### src/rtl/utf8_byte_stream_decoder_unit_defines.svh
// assertion macros used by the utf8 decoder top level
`ifndef UTF8_BYTE_STREAM_DECODER_UNIT_DEFINES_SVH
`define UTF8_BYTE_STREAM_DECODER_UNIT_DEFINES_SVH

`ifndef SYNTHESIS
// same-cycle implication, checked outside reset
`define UTF8D_ASSERT_NOW(label, clk, rst, cond, conseq) \
   label: assert property (@(posedge clk) disable iff (rst) (cond) |-> (conseq)) \
      else $error("utf8 decoder check failed");
// next-cycle implication, checked outside reset
`define UTF8D_ASSERT_NEXT(label, clk, rst, cond, conseq) \
   label: assert property (@(posedge clk) disable iff (rst) (cond) |=> (conseq)) \
      else $error("utf8 decoder check failed");
`else
`define UTF8D_ASSERT_NOW(label, clk, rst, cond, conseq)
`define UTF8D_ASSERT_NEXT(label, clk, rst, cond, conseq)
`endif

`endif

### src/rtl/utf8d_pkg.sv
// types and constants for the utf8 byte stream decoder
package utf8d_pkg;

   localparam int BYTE_W       = 8;
   localparam int CODE_POINT_W = 31;
   localparam int REM_W        = 3;
   localparam int CONT_BITS    = 6;

   // lead byte patterns, longest form first
   localparam logic [BYTE_W-1:0] LEAD6_MASK = 8'b11111100;
   localparam logic [BYTE_W-1:0] LEAD5_MASK = 8'b11111000;
   localparam logic [BYTE_W-1:0] LEAD4_MASK = 8'b11110000;
   localparam logic [BYTE_W-1:0] LEAD3_MASK = 8'b11100000;
   localparam logic [BYTE_W-1:0] LEAD2_MASK = 8'b11000000;
   localparam logic [BYTE_W-1:0] CONT_MASK  = 8'b10000000;

   // payload bits carried by each byte form
   localparam logic [BYTE_W-1:0] CONT_PAYLOAD  = 8'b00111111;
   localparam logic [BYTE_W-1:0] LEAD2_PAYLOAD = 8'b00011111;
   localparam logic [BYTE_W-1:0] LEAD3_PAYLOAD = 8'b00001111;
   localparam logic [BYTE_W-1:0] LEAD4_PAYLOAD = 8'b00000111;
   localparam logic [BYTE_W-1:0] LEAD5_PAYLOAD = 8'b00000011;
   localparam logic [BYTE_W-1:0] LEAD6_PAYLOAD = 8'b00000001;

   // bytes still expected after each lead form
   localparam logic [REM_W-1:0] LEAD6_REM = 3'd5;
   localparam logic [REM_W-1:0] LEAD5_REM = 3'd4;
   localparam logic [REM_W-1:0] LEAD4_REM = 3'd3;
   localparam logic [REM_W-1:0] LEAD3_REM = 3'd2;
   localparam logic [REM_W-1:0] LEAD2_REM = 3'd1;

   typedef struct packed {
      logic              valid;
      logic [BYTE_W-1:0] data_byte;
      logic              stream_end;
   } stage_type;

   typedef struct packed {
      logic advance;
      logic idle;
   } core_status_type;

endpackage

### src/rtl/utf8d_req_if.sv
// request channel carrying one stream byte or the end of input
interface utf8d_req_if import utf8d_pkg::*; ();
   logic              valid;
   logic              ready;
   logic [BYTE_W-1:0] data_byte;
   logic              stream_end;

   modport source (output valid, output data_byte, output stream_end, input ready);
   modport sink   (input valid, input data_byte, input stream_end, output ready);
endinterface

### src/rtl/utf8d_rsp_if.sv
// response channel carrying a code point or the end marker
interface utf8d_rsp_if import utf8d_pkg::*; ();
   logic                    valid;
   logic                    ready;
   logic [CODE_POINT_W-1:0] code_point;
   logic                    end_marker;

   modport source (output valid, output code_point, output end_marker, input ready);
   modport sink   (input valid, input code_point, input end_marker, output ready);
endinterface

### src/rtl/utf8d_csr_if.sv
// write channel for the end mode register
interface utf8d_csr_if;
   logic valid;
   logic ready;
   logic end_mode;

   modport source (output valid, output end_mode, input ready);
   modport sink   (input valid, input end_mode, output ready);
endinterface

### src/rtl/utf8d_in_stage.sv
// input register holding one request ahead of the decode step
module utf8d_in_stage import utf8d_pkg::*; (
   input  logic               clock,
   input  logic               reset,
   utf8d_req_if.sink          req_chan,
   input  logic               advance,
   output stage_type          stage
);

   logic              valid_ff, valid_in;
   logic [BYTE_W-1:0] data_byte_ff;
   logic              stream_end_ff;
   logic              take;

   assign req_chan.ready = !valid_ff || advance;
   assign take           = req_chan.valid && req_chan.ready;

   always_comb begin
      valid_in = valid_ff;
      if (take) begin
         valid_in = 1'b1;
      end else if (advance) begin
         valid_in = 1'b0;
      end
   end

   always_ff @(posedge clock) begin
      if (reset) begin
         valid_ff <= 1'b0;
      end else begin
         valid_ff <= valid_in;
      end
   end

   always_ff @(posedge clock) begin
      if (take) begin
         data_byte_ff  <= req_chan.data_byte;
         stream_end_ff <= req_chan.stream_end;
      end
   end

   assign stage.valid      = valid_ff;
   assign stage.data_byte  = data_byte_ff;
   assign stage.stream_end = stream_end_ff;

endmodule

### src/rtl/utf8d_core.sv
// decode step: character state, accumulator update and response register
module utf8d_core import utf8d_pkg::*; (
   input  logic               clock,
   input  logic               reset,
   input  stage_type          stage,
   input  logic               end_mode,
   utf8d_rsp_if.source        rsp_chan,
   output core_status_type    status
);

   logic [REM_W-1:0]        rem_ff, rem_in;
   logic [CODE_POINT_W-1:0] acc_ff, acc_in;
   logic                    rsp_valid_ff, rsp_valid_in;
   logic [CODE_POINT_W-1:0] code_point_ff;
   logic                    end_marker_ff;

   logic                    advance;
   logic                    step;
   logic [REM_W-1:0]        rem_dec;
   logic [REM_W-1:0]        rem_upd;
   logic [CODE_POINT_W-1:0] acc_upd;
   logic                    emit;
   logic [CODE_POINT_W-1:0] cp_out;
   logic                    marker_out;
   logic [BYTE_W-1:0]       b;

   assign advance = !rsp_valid_ff || rsp_chan.ready;
   assign step    = stage.valid && advance;
   assign b       = stage.data_byte;

   // every byte uses up one expected byte; idle expects just this one
   assign rem_dec = (rem_ff == '0) ? '0 : rem_ff - REM_W'(1);

   always_comb begin
      rem_upd = rem_dec;
      acc_upd = acc_ff;
      priority if ((b & LEAD6_MASK) == LEAD6_MASK) begin
         acc_upd = CODE_POINT_W'(b & LEAD6_PAYLOAD);
         rem_upd = LEAD6_REM;
      end else if ((b & LEAD5_MASK) == LEAD5_MASK) begin
         acc_upd = CODE_POINT_W'(b & LEAD5_PAYLOAD);
         rem_upd = LEAD5_REM;
      end else if ((b & LEAD4_MASK) == LEAD4_MASK) begin
         acc_upd = CODE_POINT_W'(b & LEAD4_PAYLOAD);
         rem_upd = LEAD4_REM;
      end else if ((b & LEAD3_MASK) == LEAD3_MASK) begin
         acc_upd = CODE_POINT_W'(b & LEAD3_PAYLOAD);
         rem_upd = LEAD3_REM;
      end else if ((b & LEAD2_MASK) == LEAD2_MASK) begin
         acc_upd = CODE_POINT_W'(b & LEAD2_PAYLOAD);
         rem_upd = LEAD2_REM;
      end else if ((b & CONT_MASK) == CONT_MASK) begin
         acc_upd = {acc_ff[CODE_POINT_W-CONT_BITS-1:0], b[CONT_BITS-1:0]};
      end else begin
         acc_upd = CODE_POINT_W'(b);
      end
   end

   always_comb begin
      emit       = 1'b0;
      cp_out     = '0;
      marker_out = 1'b0;
      rem_in     = rem_ff;
      acc_in     = acc_ff;
      if (stage.stream_end) begin
         emit       = 1'b1;
         cp_out     = end_mode ? acc_ff : '0;
         marker_out = !end_mode;
         rem_in     = '0;
         acc_in     = '0;
      end else if (rem_upd == '0) begin
         emit   = 1'b1;
         cp_out = acc_upd;
         rem_in = '0;
         acc_in = '0;
      end else begin
         rem_in = rem_upd;
         acc_in = acc_upd;
      end
   end

   always_comb begin
      rsp_valid_in = rsp_valid_ff;
      if (advance) begin
         rsp_valid_in = stage.valid && emit;
      end
   end

   always_ff @(posedge clock) begin
      if (reset) begin
         rem_ff       <= '0;
         acc_ff       <= '0;
         rsp_valid_ff <= 1'b0;
      end else begin
         rsp_valid_ff <= rsp_valid_in;
         if (step) begin
            rem_ff <= rem_in;
            acc_ff <= acc_in;
         end
      end
   end

   always_ff @(posedge clock) begin
      if (step && emit) begin
         code_point_ff <= cp_out;
         end_marker_ff <= marker_out;
      end
   end

   assign rsp_chan.valid      = rsp_valid_ff;
   assign rsp_chan.code_point = code_point_ff;
   assign rsp_chan.end_marker = end_marker_ff;

   assign status.advance = advance;
   assign status.idle    = (rem_ff == '0);

endmodule

### src/rtl/utf8_byte_stream_decoder_unit.sv
// top level of the utf8 byte stream decoder
// Lenient UTF-8 decoder taking one byte per request and returning a code point
// once a character (1 to 6 bytes, 0xFE/0xFF counted as 6-byte leads) is
// complete. It accepts one request every cycle with no bubbles while responses
// are taken. A request waits in the input register, where the decode step
// updates the character state once the response register is free or being
// taken; a completing byte also loads the response register, which presents
// the response. While a response waits, the request behind it holds in the
// input register and the request side stalls. A stream_end request always
// gives one response: with end_mode 0 an end marker (partial character
// dropped), with end_mode 1 the partial value. Write end_mode only while no
// request is in flight; csr writes are always taken.
`include "utf8_byte_stream_decoder_unit_defines.svh"

module utf8_byte_stream_decoder_unit import utf8d_pkg::*; (
   input  logic         clock,
   input  logic         reset,
   utf8d_req_if.sink    req_chan,
   utf8d_rsp_if.source  rsp_chan,
   utf8d_csr_if.sink    csr_chan
);

   logic            end_mode_ff;
   stage_type       stage;
   core_status_type status;
   logic            end_step;
   logic            lead_step;

   assign csr_chan.ready = 1'b1;

   always_ff @(posedge clock) begin
      if (reset) begin
         end_mode_ff <= 1'b0;
      end else if (csr_chan.valid) begin
         end_mode_ff <= csr_chan.end_mode;
      end
   end

   utf8d_in_stage u_in_stage (
      .clock    (clock),
      .reset    (reset),
      .req_chan (req_chan),
      .advance  (status.advance),
      .stage    (stage)
   );

   utf8d_core u_core (
      .clock    (clock),
      .reset    (reset),
      .stage    (stage),
      .end_mode (end_mode_ff),
      .rsp_chan (rsp_chan),
      .status   (status)
   );

   assign end_step  = stage.valid && stage.stream_end && status.advance;
   assign lead_step = stage.valid && !stage.stream_end && status.advance &&
                      ((stage.data_byte & LEAD2_MASK) == LEAD2_MASK);

   // end of input always yields a response and leaves the decoder idle
   `UTF8D_ASSERT_NEXT(a_end_responds, clock, reset, end_step, rsp_chan.valid)
   `UTF8D_ASSERT_NEXT(a_end_idles, clock, reset, end_step, status.idle)
   // a lead byte opens a character and never completes one
   `UTF8D_ASSERT_NEXT(a_lead_no_rsp, clock, reset, lead_step, !rsp_chan.valid && !status.idle)
   // the end marker carries no code point
   `UTF8D_ASSERT_NOW(a_marker_zero, clock, reset, rsp_chan.valid && rsp_chan.end_marker, rsp_chan.code_point == '0)

endmodule
### src/flat_wrapper.sv
// flat-port wrapper written by rule: the top's interface ports become plain ports
module utf8_byte_stream_decoder_unit_flat import utf8d_pkg::*;
  (clock, reset, req_chan_valid, req_chan_data_byte, req_chan_stream_end, req_chan_ready, rsp_chan_valid, rsp_chan_code_point, rsp_chan_end_marker, rsp_chan_ready, csr_chan_valid, csr_chan_end_mode, csr_chan_ready);
  utf8d_req_if req_chan_i ();
  utf8d_rsp_if rsp_chan_i ();
  utf8d_csr_if csr_chan_i ();
  input  logic clock;
  input  logic reset;
  input wire logic [$bits(req_chan_i.valid)-1:0] req_chan_valid;
  input wire logic [$bits(req_chan_i.data_byte)-1:0] req_chan_data_byte;
  input wire logic [$bits(req_chan_i.stream_end)-1:0] req_chan_stream_end;
  output wire logic [$bits(req_chan_i.ready)-1:0] req_chan_ready;
  output wire logic [$bits(rsp_chan_i.valid)-1:0] rsp_chan_valid;
  output wire logic [$bits(rsp_chan_i.code_point)-1:0] rsp_chan_code_point;
  output wire logic [$bits(rsp_chan_i.end_marker)-1:0] rsp_chan_end_marker;
  input wire logic [$bits(rsp_chan_i.ready)-1:0] rsp_chan_ready;
  input wire logic [$bits(csr_chan_i.valid)-1:0] csr_chan_valid;
  input wire logic [$bits(csr_chan_i.end_mode)-1:0] csr_chan_end_mode;
  output wire logic [$bits(csr_chan_i.ready)-1:0] csr_chan_ready;
  assign req_chan_i.valid = req_chan_valid;
  assign req_chan_i.data_byte = req_chan_data_byte;
  assign req_chan_i.stream_end = req_chan_stream_end;
  assign req_chan_ready = req_chan_i.ready;
  assign rsp_chan_valid = rsp_chan_i.valid;
  assign rsp_chan_code_point = rsp_chan_i.code_point;
  assign rsp_chan_end_marker = rsp_chan_i.end_marker;
  assign rsp_chan_i.ready = rsp_chan_ready;
  assign csr_chan_i.valid = csr_chan_valid;
  assign csr_chan_i.end_mode = csr_chan_end_mode;
  assign csr_chan_ready = csr_chan_i.ready;
  utf8_byte_stream_decoder_unit u_core (.clock(clock), .reset(reset), .req_chan(req_chan_i), .rsp_chan(rsp_chan_i), .csr_chan(csr_chan_i));
endmodule
### config.mk
export PLATFORM = sky130hd
export DESIGN_NAME = utf8_byte_stream_decoder_unit_flat
export DESIGN_NICKNAME = d
export VERILOG_FILES = /design/src/rtl/utf8d_pkg.sv /design/src/rtl/utf8d_req_if.sv /design/src/rtl/utf8d_rsp_if.sv /design/src/rtl/utf8d_csr_if.sv /design/src/rtl/utf8d_in_stage.sv /design/src/rtl/utf8d_core.sv /design/src/rtl/utf8_byte_stream_decoder_unit.sv /design/src/flat_wrapper.sv
export VERILOG_INCLUDE_DIRS = /design/src /design/src/rtl
export SDC_FILE = /design/constraint.sdc
export NUM_CORES = 1
export LEC_CHECK = 0
export ABC_AREA = 1
export BUFFER_PORTS_ARGS = -buffer_cell sky130_fd_sc_hd__buf_2
export CAP_MARGIN = 10
export CORE_MARGIN = 4
export CORE_UTILIZATION = 52
export CTS_CLUSTER_DIAMETER = 30
export DETAILED_ROUTE_END_ITERATION = 7
export HOLD_SLACK_MARGIN = 0.02
export PLACE_DENSITY = 0.76
export SYNTH_ARGS = -nofsm -noshare
export SYNTH_HDL_FRONTEND = slang
export SYNTH_SLANG_ARGS = --single-unit
### constraint.sdc
create_clock -name clock -period 3.11 [get_ports clock]
set_input_delay 0.311 -clock clock [delete_from_list [all_inputs] [get_ports clock]]
set_output_delay 0.311 -clock clock [all_outputs]
set_load 0.1 [all_outputs]
======== After elaboration in Yosys (flattened, before gate mapping) ========
Cells that the tools add are included.
storage, ports and cells
  bits in latches ......................... 0
  word-level logic and storage cells ...... 50
  input port bits ......................... 15
  bits in writable memories ............... 0
  memories kept ........................... 0
  output and inout port bits .............. 35
  register bits after elaboration ......... 78
  ROM bits ................................ 0
cells by class
  add/sub/neg operators ................... 1
  div/mod/pow operators ................... 0
  multiply operators ...................... 0
  muxes and demuxes ....................... 23
  shift-type cells ........................ 0
  magnitude comparators ................... 0
  bitwise logic cells ..................... 0
  reductions and logical operators ........ 12
  equal/unequal tests ..................... 5
operators with widths
  operator                                                            number
  31-bit two-way mux                                                  11
  3-bit two-way mux                                                   8
  6-bit equality test, second input constant                          1
  3-bit zero test                                                     2
  5-bit equality test, second input constant                          1
  4-bit equality test, second input constant                          1
  1-bit logical AND                                                   4
  1-bit two-way mux                                                   4
  3-bit equality test, second input constant                          1
  1-bit zero test                                                     3
  3-bit by 1-bit subtractor with 3-bit output, second input constant  1
  2-bit equality test, second input constant                          1
  1-bit logical OR                                                    2
  2-bit nonzero test                                                  1

======== Depth between registers and ports, before layout ========
Gate-level depths: netlist of the first run.
  depth after elaboration ................. 11
  depth in mapped cells ................... 10
  gate-level depth less buffers ........... 10

======== By module ========
Synthesis of the first run repeated with hierarchy kept, for this count alone.
unflattened totals
  cells, all modules ...................... 393
  area total of the unflattened synthesis .. 3453.3 µm²
modules (own cells, without submodules)
  module                         instances  cells each  area an instance (µm²)  sequential area each (µm²)
  utf8d_core                     1          367         3064.2                  1661.6
  utf8d_in_stage                 1          17          332.8                   290.3
  utf8_byte_stream_decoder_unit  1          9           56.3                    20.0

======== Worst setup path after synthesis of the first run ========
Ideal clock, no wire load.
  kind .................................... register to register
  from .................................... reg u_core.u_core.rem_ff[0]
  to ...................................... reg u_core.u_core.code_point_ff[0] (netlist: u_core.u_core.rsp_chan.code_point[0]) (enable)
  period minus slack after synthesis ...... 3.265 ns
  data required time ...................... 2.678 ns
  setup time .............................. 0.432 ns
  data arrival time ....................... 2.833 ns
  cell stages (with the launch flop) ...... 10
  buffers on the path ..................... 1
  setup slack ............................. -0.155 ns
  cells stage by stage .................... dfxtp_1 -> nor2_1 -> inv_1 -> ha_1 -> nand2_1 -> nand2_4 -> nor2_4 -> nand2_8 -> buf_6 -> a21oi_1
on the way
  cells in the longest elaborated chain, start to end .. 11
  elaborated cells between the ends (all ways) .. 12
  classes of those cells .................. add/sub (1); mux (8); reduce/logical (3)
RTL lines
  element                                                                         line               RTL
  start, declared                                                                 utf8d_core.sv:11   logic [REM_W-1:0] rem_ff, rem_in;
  start signal, assigned                                                          utf8d_core.sv:97   rem_ff <= rem_in;
  3-bit by 1-bit subtractor with 3-bit output or 3-bit zero test (tied branches)  --
  3-bit two-way mux (*)                                                           utf8d_core.sv:32   assign rem_dec = (rem_ff == '0) ? '0 : rem_ff - REM_W'(1);
  3-bit two-way mux (*)                                                           utf8d_core.sv:49   end else if ((b & LEAD2_MASK) == LEAD2_MASK) begin
  3-bit two-way mux (*)                                                           utf8d_core.sv:46   end else if ((b & LEAD3_MASK) == LEAD3_MASK) begin
  3-bit two-way mux (*)                                                           utf8d_core.sv:43   end else if ((b & LEAD4_MASK) == LEAD4_MASK) begin
  3-bit two-way mux (*)                                                           utf8d_core.sv:40   end else if ((b & LEAD5_MASK) == LEAD5_MASK) begin
  3-bit two-way mux (*)                                                           utf8d_core.sv:37   priority if ((b & LEAD6_MASK) == LEAD6_MASK) begin
  3-bit zero test (*)                                                             utf8d_core.sv:71   end else if (rem_upd == '0) begin
  1-bit two-way mux (*)                                                           utf8d_core.sv:71
  1-bit two-way mux (*)                                                           utf8d_core.sv:65   if (stage.stream_end) begin
  1-bit logical AND (*)                                                           utf8d_core.sv:104  if (step && emit) begin
  end signal, assigned                                                            utf8d_core.sv:105  code_point_ff <= cp_out;
  end, declared                                                                   utf8d_core.sv:14   logic [CODE_POINT_W-1:0] code_point_ff;
Mark *: on every way between the ends. The rest lies on a longest branch, timed or not.
A chain may end at the register's enable or synchronous reset.

======== Final worst setup path of the first run ========
  from .................................... reg u_core.u_core.rem_ff[0]
  to ...................................... reg u_core.u_core.code_point_ff[17] (netlist: u_core.u_core.rsp_chan.code_point[17]) (enable)
The elaborated chain is that of the path after synthesis.

==> flow_summary.html, run 1 <==
<table>
<tr><th>Metric</th><th>Value</th></tr>
<tr><th colspan="2">Routing</th></tr>
<tr><td>Total number of vias</td><td>2721</td></tr>
<tr><td>Number of optimization iterations in the first detailed-route pass</td><td>5</td></tr>
<tr><td>Number of design rule violations left after detail routing</td><td>0</td></tr>
<tr><td>Total wire length after detailed routing</td><td>7.688 mm</td></tr>
<tr><td>Via density per instance</td><td>5.233</td></tr>
<tr><td>Routed wire length per instance</td><td>roughly 15 µm</td></tr>
<tr><td>Residual antenna-violating net count after detailed routing</td><td>0</td></tr>
<tr><td>Initial detailed-routing violation count</td><td>208</td></tr>
<tr><th colspan="2">STA</th></tr>
<tr><td>F_max</td><td>0.4332 GHz</td></tr>
<tr><td>Worst setup margin</td><td>0.8017 ns</td></tr>
<tr><td>Fin Clk Skew</td><td>0.007374 ns</td></tr>
<tr><td>Relative slew slack</td><td>27.81%</td></tr>
<tr><td>Time the worst path needs with I/O delays and setup</td><td>around 2.3 ns</td></tr>
<tr><td>Final critical-path share of the clock period</td><td>between 70% and 80%</td></tr>
<tr><td>RSZ-0062 raised after global routing</td><td>no</td></tr>
<tr><td>Measured slew at the worst slew-check pin</td><td>about 1.1 ns</td></tr>
<tr><td>Finish-stage setup viols</td><td>0</td></tr>
<tr><td>Final hold violation count</td><td>0</td></tr>
<tr><td>Final count of pins violating max slew</td><td>0</td></tr>
<tr><td>Fin Setup TNS</td><td>0 ns</td></tr>
<tr><th colspan="2">Final layout</th></tr>
<tr><td>Layout cells sized above 1</td><td>between 30% and 40%</td></tr>
<tr><td>Post-synthesis to final-layout area growth</td><td>12.82%</td></tr>
<tr><td>Net count, final</td><td>436</td></tr>
<tr><td>Number of diodes</td><td>0</td></tr>
<tr><th colspan="2">Die</th></tr>
<tr><td>Number of placement rows</td><td>30</td></tr>
<tr><td>Initial core utilization</td><td>54.55%</td></tr>
<tr><td>Horizontal die dimension</td><td>93.12 µm</td></tr>
<tr><td>Total die area</td><td>0.008670 mm²</td></tr>
<tr><td>Floorplan die height</td><td>approximately 93 µm</td></tr>
<tr><td>Placeable core region</td><td>0.006907 mm²</td></tr>
<tr><td>Count of pins on the block boundary</td><td>50</td></tr>
<tr><th colspan="2">Global routing</th></tr>
<tr><td>GRT met3 Usage</td><td>under 10%</td></tr>
<tr><td>Initial antenna violation count</td><td>0</td></tr>
<tr><td>Via count of the first global-routing pass</td><td>2725</td></tr>
<tr><td>GR peak layer</td><td>met2</td></tr>
<tr><td>All-layer global routing usage</td><td>18.95%</td></tr>
<tr><td>Global route total overflow</td><td>0</td></tr>
<tr><td>Global-route wire length before repair</td><td>12.92 mm</td></tr>
<tr><td>Met1 routing resource usage after global routing</td><td>24.31%</td></tr>
<tr><td>Global Route met2 Usage</td><td>a little over 30%</td></tr>
<tr><td>Largest net degree at the start of global routing</td><td>64</td></tr>
<tr><th colspan="2">Worst setup path</th></tr>
<tr><td>Depth of the worst register-to-register path</td><td>9</td></tr>
<tr><td>CP delay by family, top</td><td>simple AND/OR/NAND/NOR gates</td></tr>
<tr><td>Cell Chain, Critical Path</td><td>nor2_1, inv_1, ha_1, nand2_1, nand2_4, nor2_4, nand2_8, a21oi_4, buf_4</td></tr>
<tr><td>Worst path arrival time</td><td>2.35 ns</td></tr>
<tr><td>CP Depth</td><td>9</td></tr>
<tr><td>Startpoint of the lowest-slack register-to-register path</td><td>u_core.u_core.rem_ff[0]$_SDFFE_PP0P_</td></tr>
<tr><td>Endpoint of the most critical setup path</td><td>u_core.u_core.rsp_chan.code_point[17]$_DFFE_PP_</td></tr>
<tr><td>Kind of start point of the critical path</td><td>flip-flop</td></tr>
<tr><td>Worst flop-to-flop path endpoint</td><td>u_core.u_core.rsp_chan.code_point[17]$_DFFE_PP_</td></tr>
<tr><td>Largest fanout on the critical path</td><td>63</td></tr>
<tr><td>Worst endpoint required time</td><td>3.15 ns</td></tr>
<tr><td>Start point of the critical path</td><td>u_core.u_core.rem_ff[0]$_SDFFE_PP0P_</td></tr>
<tr><td>Worst path slowest cell</td><td>sky130_fd_sc_hd__dfxtp_1</td></tr>
<tr><td>Type of the worst setup path</td><td>flip-flop to flip-flop</td></tr>
<tr><td>Largest stage delay, worst path</td><td>between 0.3 and 0.4 ns</td></tr>
<tr><td>Worst reg2reg setup slack</td><td>0.80 ns</td></tr>
<tr><td>Crit path buffers/inverters</td><td>2</td></tr>
<tr><td>Critical Path End Type</td><td>flip-flop</td></tr>
<tr><th colspan="2">Run</th></tr>
<tr><td>Maximum Capacitance Violations</td><td>0</td></tr>
<tr><th colspan="2">Clocking</th></tr>
<tr><td>Clock tree from TritonCTS</td><td>done</td></tr>
<tr><td>Number of buffers added by the clock tree synthesis step</td><td>9</td></tr>
<tr><td>Buffer type at the clock tree root</td><td>sky130_fd_sc_hd__clkbuf_8</td></tr>
<tr><td>Gates resized, CTS repair</td><td>0</td></tr>
<tr><td>Maximum count of clock buffers along a single path</td><td>2</td></tr>
<tr><td>Htree depth</td><td>3</td></tr>
<tr><td>Hold_buf cts</td><td>0</td></tr>
<tr><td>Clk_lat worst skew</td><td>roughly 0.35 ns</td></tr>
<tr><td>Clock sink count</td><td>78</td></tr>
<tr><td>Clock transition at the register clock pins on the worst setup and hold paths after CTS</td><td>0.07 ns</td></tr>
<tr><td>Count of buffers added by post-CTS timing repair for setup</td><td>0</td></tr>
<tr><th colspan="2">Min path</th></tr>
<tr><td>Hold crit path type</td><td>input pin to flip-flop</td></tr>
<tr><td>Hold Crit Start</td><td>req_chan_data_byte[3]</td></tr>
<tr><th colspan="2">Pwr</th></tr>
<tr><td>Internal</td><td>0.001715 W</td></tr>
<tr><td>Clock power share</td><td>38.6%</td></tr>
<tr><td>Part of the power in combinational logic</td><td>13.3%</td></tr>
<tr><td>Leak Pwr</td><td>1.412 nW</td></tr>
<tr><td>Sw Ratio</td><td>between 20% and 30%</td></tr>
<tr><td>Share of total power in sequential cells</td><td>48.1%</td></tr>
<tr><td>VDD IR max</td><td>around 0.22 mV</td></tr>
<tr><td>Power density relative to cell area</td><td>between 500 and 600 mW/mm²</td></tr>
<tr><td>Net switching power</td><td>0.0006225 W</td></tr>
<tr><th colspan="2">Placed design</th></tr>
<tr><td>Worst setup slack after placement</td><td>0.8588 ns</td></tr>
<tr><td># port buffers</td><td>48</td></tr>
<tr><td>Weighted congestion reported at the end of routability-driven placement</td><td>0.7596</td></tr>
<tr><td>Detailed-placement wirelength estimate</td><td>around 4.9 mm</td></tr>
<tr><th colspan="2">Synth</th></tr>
<tr><td>Dominant combinational cell family by area after synthesis</td><td>simple AND/OR/NAND/NOR gates</td></tr>
<tr><td>Post-synthesis share of cell area spent on full adders, half adders and majority gates</td><td>less than 1%</td></tr>
<tr><td>Synthesized cell area</td><td>about 0.0038 mm²</td></tr>
<tr><td>Most area-hungry cell type in the Yosys netlist</td><td>sky130_fd_sc_hd__edfxtp_1</td></tr>
<tr><td>Sequential fraction of the synthesis area</td><td>52.34%</td></tr>
<tr><td>Largest cells by area after synthesis</td><td>sky130_fd_sc_hd__edfxtp_1 33%, sky130_fd_sc_hd__dfxtp_1 20%, sky130_fd_sc_hd__nand2_1 7.9%</td></tr>
<tr><td>Avg Cell Area, Syn</td><td>9.914 µm²</td></tr>
<tr><td>Fraction of the mapped netlist area in simple logic gates</td><td>between 20 and 25%</td></tr>
<tr><td>Unique cell type count in the Yosys netlist</td><td>31</td></tr>
<tr><td>Share of cell area taken by muxes after synthesis</td><td>0.2657%</td></tr>
<tr><td>Warnings, synthesis</td><td>0</td></tr>
<tr><td>Area share of the largest cell type after synthesis</td><td>32.68%</td></tr>
<tr><td>Post-synthesis net count</td><td>397</td></tr>
<tr><td>Xor and xnor fraction of the mapped netlist area</td><td>0%</td></tr>
<tr><td>Number of instances in the synthesized netlist</td><td>380</td></tr>
<tr><td>Fraction of the mapped netlist area in compound gates</td><td>about 15%</td></tr>
<tr><td>Flop and latch count out of synthesis</td><td>78</td></tr>
<tr><th colspan="2">Outcome</th></tr>
<tr><td>Run status</td><td>completed</td></tr>
</table>
[synthesized netlist by cell type, drive strengths merged]
master   n
nand2   84
edfxtp  41
inv     39
nand3   38
a21oi   37
dfxtp   37
nor2    36
o22ai   25
buf     14
clkbuf  12
o21ai    9
ha       2
nand3b   2
a21boi   1
conb     1
mux2i    1
nor3     1
[registers in the layout, summed over array words and instances, names as in the netlist]
name,count
u_core.u_core.acc_ff,31
u_core.u_core.rsp_chan.code_point,31
u_core.u_in_stage.data_byte_ff,8
u_core.u_core.rem_ff,3
u_core.end_mode_ff,1
u_core.u_core.rsp_chan.end_marker,1
u_core.u_core.rsp_chan.valid,1
u_core.u_in_stage.stream_end_ff,1
u_core.u_in_stage.valid_ff,1
[cells by family (layout without fill, tap and decap cells)]
group,count (synthesis),in the layout
simple gates,161,161
flops,78,78
compound gates,72,72
buf+inv,65,109
fa+ha+maj,2,2
other cells,1,1
mux,1,1
[worst min path at each step]
| stage | cells after the start | to | slack [ns] |
|---|---|---|---|
| global placement | 2 | u_core.u_core.acc_ff[0]$_SDFFE_PP0P_ | 0.45 |
| floorplan | 0 | u_core.u_in_stage.data_byte_ff[0]$_DFFE_PP_ | 0.41 |
| detailed placement | 2 | u_core.u_core.acc_ff[0]$_SDFFE_PP0P_ | 0.46 |
| global route | 1 | u_core.u_in_stage.data_byte_ff[6]$_DFFE_PP_ | 0.13 |
| finish | 1 | u_core.u_in_stage.data_byte_ff[3]$_DFFE_PP_ | 0.14 |
| CTS | 1 | u_core.u_in_stage.data_byte_ff[3]$_DFFE_PP_ | 0.13 |
[layout make-up]
| type | instances | area (µm²) |
|---|---|---|
| clock buffers | 12 | 145.1 |
| clock inverters | 4 | 95.09 |
| fillers | 600 | 2656 |
| inverters | 39 | 146.4 |
| multi-input cells | 237 | 1486 |
| flip-flops and latches | 78 | 1972 |
| well taps | 96 | 120.1 |
| repair buffers | 54 | 285.3 |
[layer usage]
| layer | part of all wire (%) | routed length [µm] | up-vias |
|---|---|---|---|
| met1 | 45 | 3438 | 1280 |
| met4 | 2.4 | 181 | 0 |
| met5 | 0 | 0 | - |
| met3 | 4.0 | 309 | 16 |
| met2 | 49 | 3759 | 81 |
| li1 | - | - | 1344 |
[layout by cell type (no fill, tap or decap)]
cell / netlist / layout
sky130_fd_sc_hd__edfxtp_1: 41 / 41
sky130_fd_sc_hd__nor3_1: 1 / 1
sky130_fd_sc_hd__nand2_4: 1 / 1
sky130_fd_sc_hd__a21oi_1: 8 / 7
sky130_fd_sc_hd__o21ai_0: 2 / 2
sky130_fd_sc_hd__a21boi_4: 1 / 1
sky130_fd_sc_hd__nand2_8: 1 / 1
sky130_fd_sc_hd__o22ai_2: 10 / 10
sky130_fd_sc_hd__nor2_4: 2 / 3
sky130_fd_sc_hd__nand2_1: 79 / 79
sky130_fd_sc_hd__ha_1: 2 / 2
sky130_fd_sc_hd__bufinv_16: 0 / 3
sky130_fd_sc_hd__inv_2: 1 / 1
sky130_fd_sc_hd__clkbuf_8: 0 / 10
sky130_fd_sc_hd__mux2i_1: 1 / 1
sky130_fd_sc_hd__clkinv_2: 0 / 1
sky130_fd_sc_hd__inv_1: 38 / 38
sky130_fd_sc_hd__a21oi_2: 29 / 29
sky130_fd_sc_hd__buf_2: 5 / 48
sky130_fd_sc_hd__o21ai_1: 7 / 7
sky130_fd_sc_hd__conb_1: 1 / 1
sky130_fd_sc_hd__a21oi_4: 0 / 1
sky130_fd_sc_hd__nand3_1: 9 / 9
sky130_fd_sc_hd__nand3_2: 29 / 29
sky130_fd_sc_hd__clkbuf_1: 12 / 2
sky130_fd_sc_hd__buf_4: 3 / 6
sky130_fd_sc_hd__o22ai_1: 15 / 15
sky130_fd_sc_hd__dfxtp_1: 37 / 37
sky130_fd_sc_hd__nand3b_1: 2 / 2
sky130_fd_sc_hd__nand2_2: 3 / 3
sky130_fd_sc_hd__nor2_1: 33 / 33
[power by group through the flow]
stage | Sequential [W] | Clock, W | Combinational [W]
floorplan | 0.00127 | 0 | 0.000155
global placement | 0.00115 | 0 | 0.000307
CTS | 0.00113 | 0.000918 | 0.000311
finish | 0.00113 | 0.000902 | 0.000310
global route | 0.00113 | 0.000970 | 0.000327
detailed placement | 0.00115 | 0 | 0.000310
[per-stage QoR]
| stage | hold slack [ns] | instance area (µm²) | total power [W] | utilization, % | cells |
|---|---|---|---|---|---|
| final | 0.1361 | 4250 | 0.002338 | 61.54 | 520 |
| after global routing | 0.1261 | 4250 | 0.002425 | 61.54 | 520 |
| after CTS | 0.1302 | 4250 | 0.002354 | 61.54 | 520 |
| after detailed placement | 0.4593 | 4010 | 0.001459 | 58.06 | 504 |
| after global placement | 0.4515 | 4010 | 0.001456 | 58.06 | 504 |
| after floorplan | 0.4099 | 3771 | 0.001426 | - | 380 |
(Power assumes the default switching activity.)
==> run 2, diff against run 1 <==
CORE_UTILIZATION = 57   (was 52)
PLACE_DENSITY = 0.79   (was 0.76)
clock period = 2.2 ns   (was 3.11 ns; I/O delays follow)
==> run 2 against run 1 <==
Compared with the run above:
- combinational power grew 46%
- non-clock buffer count grew 4
- cell count shrank 2.9%
- clock skew shrank 0.0032 ns
- sequential cell count is the same
- power grew 37%
- via count grew 1.2%
- core utilization grew 5.5 points
- clock power grew 27%
- wire length grew 2.4%
- design area grew 0.68%
- worst hold slack lost 0.097 ns
- largest power group unchanged
==> flow_summary.html, run 2 (synthesized netlist as in run 1, its figures left out) <==
<table>
<tr><th>Metric</th><th>Value</th></tr>
<tr><th colspan="2">Final layout</th></tr>
<tr><td>Highest-count cells in the layout ignoring fill and taps</td><td>78 x sky130_fd_sc_hd__nand2_1, 48 x sky130_fd_sc_hd__buf_2, 41 x sky130_fd_sc_hd__edfxtp_1</td></tr>
<tr><td>Number of diodes</td><td>0</td></tr>
<tr><td>Net count, final</td><td>440</td></tr>
<tr><td>Post-synthesis to final-layout area growth</td><td>13.58%</td></tr>
<tr><td>Post-layout utilization of the core</td><td>67.01%</td></tr>
<tr><td>Layout cells sized above 1</td><td>36.68%</td></tr>
<tr><td>Most common cell after layout, fill and taps aside</td><td>sky130_fd_sc_hd__nand2_1</td></tr>
<tr><th colspan="2">STA</th></tr>
<tr><td>Relative slew slack</td><td>between 50% and 60%</td></tr>
<tr><td>Measured slew at the worst slew-check pin</td><td>0.6043 ns</td></tr>
<tr><td>Time the worst path needs with I/O delays and setup</td><td>1.933 ns</td></tr>
<tr><td>F_max</td><td>0.5173 GHz</td></tr>
<tr><td>Final hold violation count</td><td>0</td></tr>
<tr><td>Fin Setup TNS</td><td>0 ns</td></tr>
<tr><td>Final count of pins violating max slew</td><td>0</td></tr>
<tr><td>Fin Clk Skew</td><td>between 0.004 and 0.005 ns</td></tr>
<tr><td>RSZ-0062 raised after global routing</td><td>no</td></tr>
<tr><td>Final critical-path share of the clock period</td><td>87.87%</td></tr>
<tr><td>Finish-stage setup viols</td><td>0</td></tr>
<tr><th colspan="2">Clocking</th></tr>
<tr><td>Buffer type at the clock tree root</td><td>sky130_fd_sc_hd__clkbuf_8</td></tr>
<tr><td>Clock sink count</td><td>just under 80</td></tr>
<tr><td>Htree depth</td><td>3</td></tr>
<tr><td>Number of buffers added by the clock tree synthesis step</td><td>9</td></tr>
<tr><td>Maximum count of clock buffers along a single path</td><td>2</td></tr>
<tr><td>Gates resized, CTS repair</td><td>0</td></tr>
<tr><td>Clock transition at the register clock pins on the worst setup and hold paths after CTS</td><td>0.08 ns</td></tr>
<tr><td>Count of buffers added by post-CTS timing repair for setup</td><td>0</td></tr>
<tr><td>Hold_buf cts</td><td>0</td></tr>
<tr><td>Clk_lat worst skew</td><td>0.35 ns</td></tr>
<tr><td>Clock tree from TritonCTS</td><td>done</td></tr>
<tr><th colspan="2">Worst setup path</th></tr>
<tr><td>Kind of start point of the critical path</td><td>flip-flop</td></tr>
<tr><td>Largest fanout on the critical path</td><td>27</td></tr>
<tr><td>Critical Path End Type</td><td>flip-flop</td></tr>
<tr><td>Type of the worst setup path</td><td>flip-flop to flip-flop</td></tr>
<tr><td>Worst endpoint required time</td><td>between 2 and 2.5 ns</td></tr>
<tr><td>Worst path arrival time</td><td>2.02 ns</td></tr>
<tr><th colspan="2">Pwr</th></tr>
<tr><td>Leak Pwr</td><td>1.433 nW</td></tr>
<tr><td>VDD IR max</td><td>0.4838 mV</td></tr>
<tr><td>Power density relative to cell area</td><td>747.8 mW/mm²</td></tr>
<tr><th colspan="2">Global routing</th></tr>
<tr><td>Via count of the first global-routing pass</td><td>~2700</td></tr>
<tr><td>Global-route wire length before repair</td><td>12.85 mm</td></tr>
<tr><td>All-layer global routing usage</td><td>21.40%</td></tr>
<tr><td>Initial antenna violation count</td><td>0</td></tr>
<tr><td>Largest net degree at the start of global routing</td><td>38</td></tr>
<tr><td>Global route total overflow</td><td>0</td></tr>
<tr><th colspan="2">Min path</th></tr>
<tr><td>Hold crit path type</td><td>input pin to flip-flop</td></tr>
<tr><th colspan="2">Die</th></tr>
<tr><td>Count of pins on the block boundary</td><td>50</td></tr>
<tr><td>Horizontal die dimension</td><td>89.30 µm</td></tr>
<tr><td>Floorplan die height</td><td>89.30 µm</td></tr>
<tr><td>Number of placement rows</td><td>29</td></tr>
<tr><td>Placeable core region</td><td>approximately 0.0064 mm²</td></tr>
<tr><td>Initial core utilization</td><td>58.99%</td></tr>
<tr><td>Total die area</td><td>0.007974 mm²</td></tr>
<tr><th colspan="2">Placed design</th></tr>
<tr><td>Weighted congestion reported at the end of routability-driven placement</td><td>0.8648</td></tr>
<tr><td># port buffers</td><td>48</td></tr>
<tr><td>Detailed-placement wirelength estimate</td><td>5.126 mm</td></tr>
<tr><th colspan="2">Routing</th></tr>
<tr><td>Residual antenna-violating net count after detailed routing</td><td>0</td></tr>
<tr><td>Via density per instance</td><td>5.455</td></tr>
<tr><td>Number of optimization iterations in the first detailed-route pass</td><td>4</td></tr>
<tr><td>Routed wire length per instance</td><td>15.58 µm</td></tr>
<tr><td>Total wire length after detailed routing</td><td>7.869 mm</td></tr>
<tr><td>Total number of vias</td><td>around 2800</td></tr>
<tr><td>Number of design rule violations left after detail routing</td><td>0</td></tr>
<tr><td>Initial detailed-routing violation count</td><td>roughly 160</td></tr>
<tr><th colspan="2">Outcome</th></tr>
<tr><td>Run status</td><td>completed</td></tr>
<tr><th colspan="2">Run</th></tr>
<tr><td>Maximum Capacitance Violations</td><td>0</td></tr>
</table>
run 2: cell types whose count changed in the layout (fill, tap and decap cells not counted), sizes merged:
cell,delta
clkbuf,+3
buf,+4
bufinv,-3
run 2: layer usage:
| metal | global-route usage (%) | share of wire [%] |
|---|---|---|
| met1 | 27.95 | 45 |
| met2 | 33.49 | 47 |
| met3 | 4.885 | 5.5 |
| met4 | 10.55 | 2.8 |
| met5 | 0 | 0 |
run 2: critical path: stages, from the launching register on:
cell	delay (ns)
sky130_fd_sc_hd__dfxtp_1	0.40
sky130_fd_sc_hd__inv_1	0.06
sky130_fd_sc_hd__ha_1	0.19
sky130_fd_sc_hd__o21ai_1	0.25
sky130_fd_sc_hd__nor2_4	0.09
sky130_fd_sc_hd__nand2_8	0.14
sky130_fd_sc_hd__buf_4	0.39
sky130_fd_sc_hd__o22ai_1	0.14
run 2: worst paths after layout:
check | startpoint | end | slack (ns) | cells past startpoint
max reg2reg | u_core.u_core.rem_ff[2]$_SDFFE_PP0P_ | u_core.u_core.rsp_chan.code_point[13]$_DFFE_PP_ | 0.27 | 7
min | req_chan_data_byte[7] | u_core.u_in_stage.data_byte_ff[7]$_DFFE_PP_ | 0.04 | 1
min reg2reg | u_core.u_core.acc_ff[18]$_SDFFE_PP0P_ | u_core.u_core.acc_ff[18]$_SDFFE_PP0P_ | 0.48 | 2
max | u_core.u_core.rem_ff[2]$_SDFFE_PP0P_ | u_core.u_core.rsp_chan.code_point[13]$_DFFE_PP_ | 0.27 | 7
run 2: per-stage QoR:
| stage | setup slack (ns) | std cells | hold WS [ns] | cell area (µm²) | power, W |
|---|---|---|---|---|---|
| after floorplan | 0.01020 | 380 | 0.3189 | 3792 | 0.002018 |
| after global placement | 0.3807 | 489 | 0.3965 | 4055 | 0.002074 |
| after detailed placement | 0.3259 | 489 | 0.3981 | 4055 | 0.002078 |
| after CTS | 0.2886 | 505 | 0.02599 | 4279 | 0.003215 |
| after global routing | 0.1671 | 505 | 0.02617 | 4279 | 0.003315 |
| final | 0.2668 | 505 | 0.03948 | 4279 | 0.003200 |
run 2: power breakdown:
| group | internal, W | total, W | switching, W |
|---|---|---|---|
| clock network | 0.000640 | 0.00115 | 0.000514 |
| logic | 0.0000810 | 0.000452 | 0.000371 |
| registers | 0.00157 | 0.00159 | 0.0000231 |
run 2: final cells by class:
class,count,area [µm²]
fill,492,2107
sequential,78,1973
multi-input combinational,237,1499
timing repair buffer,58,340.3
clock buffer,15,219.0
inverter,39,146.4
tap,77,96.34
clock inverter,1,5.005
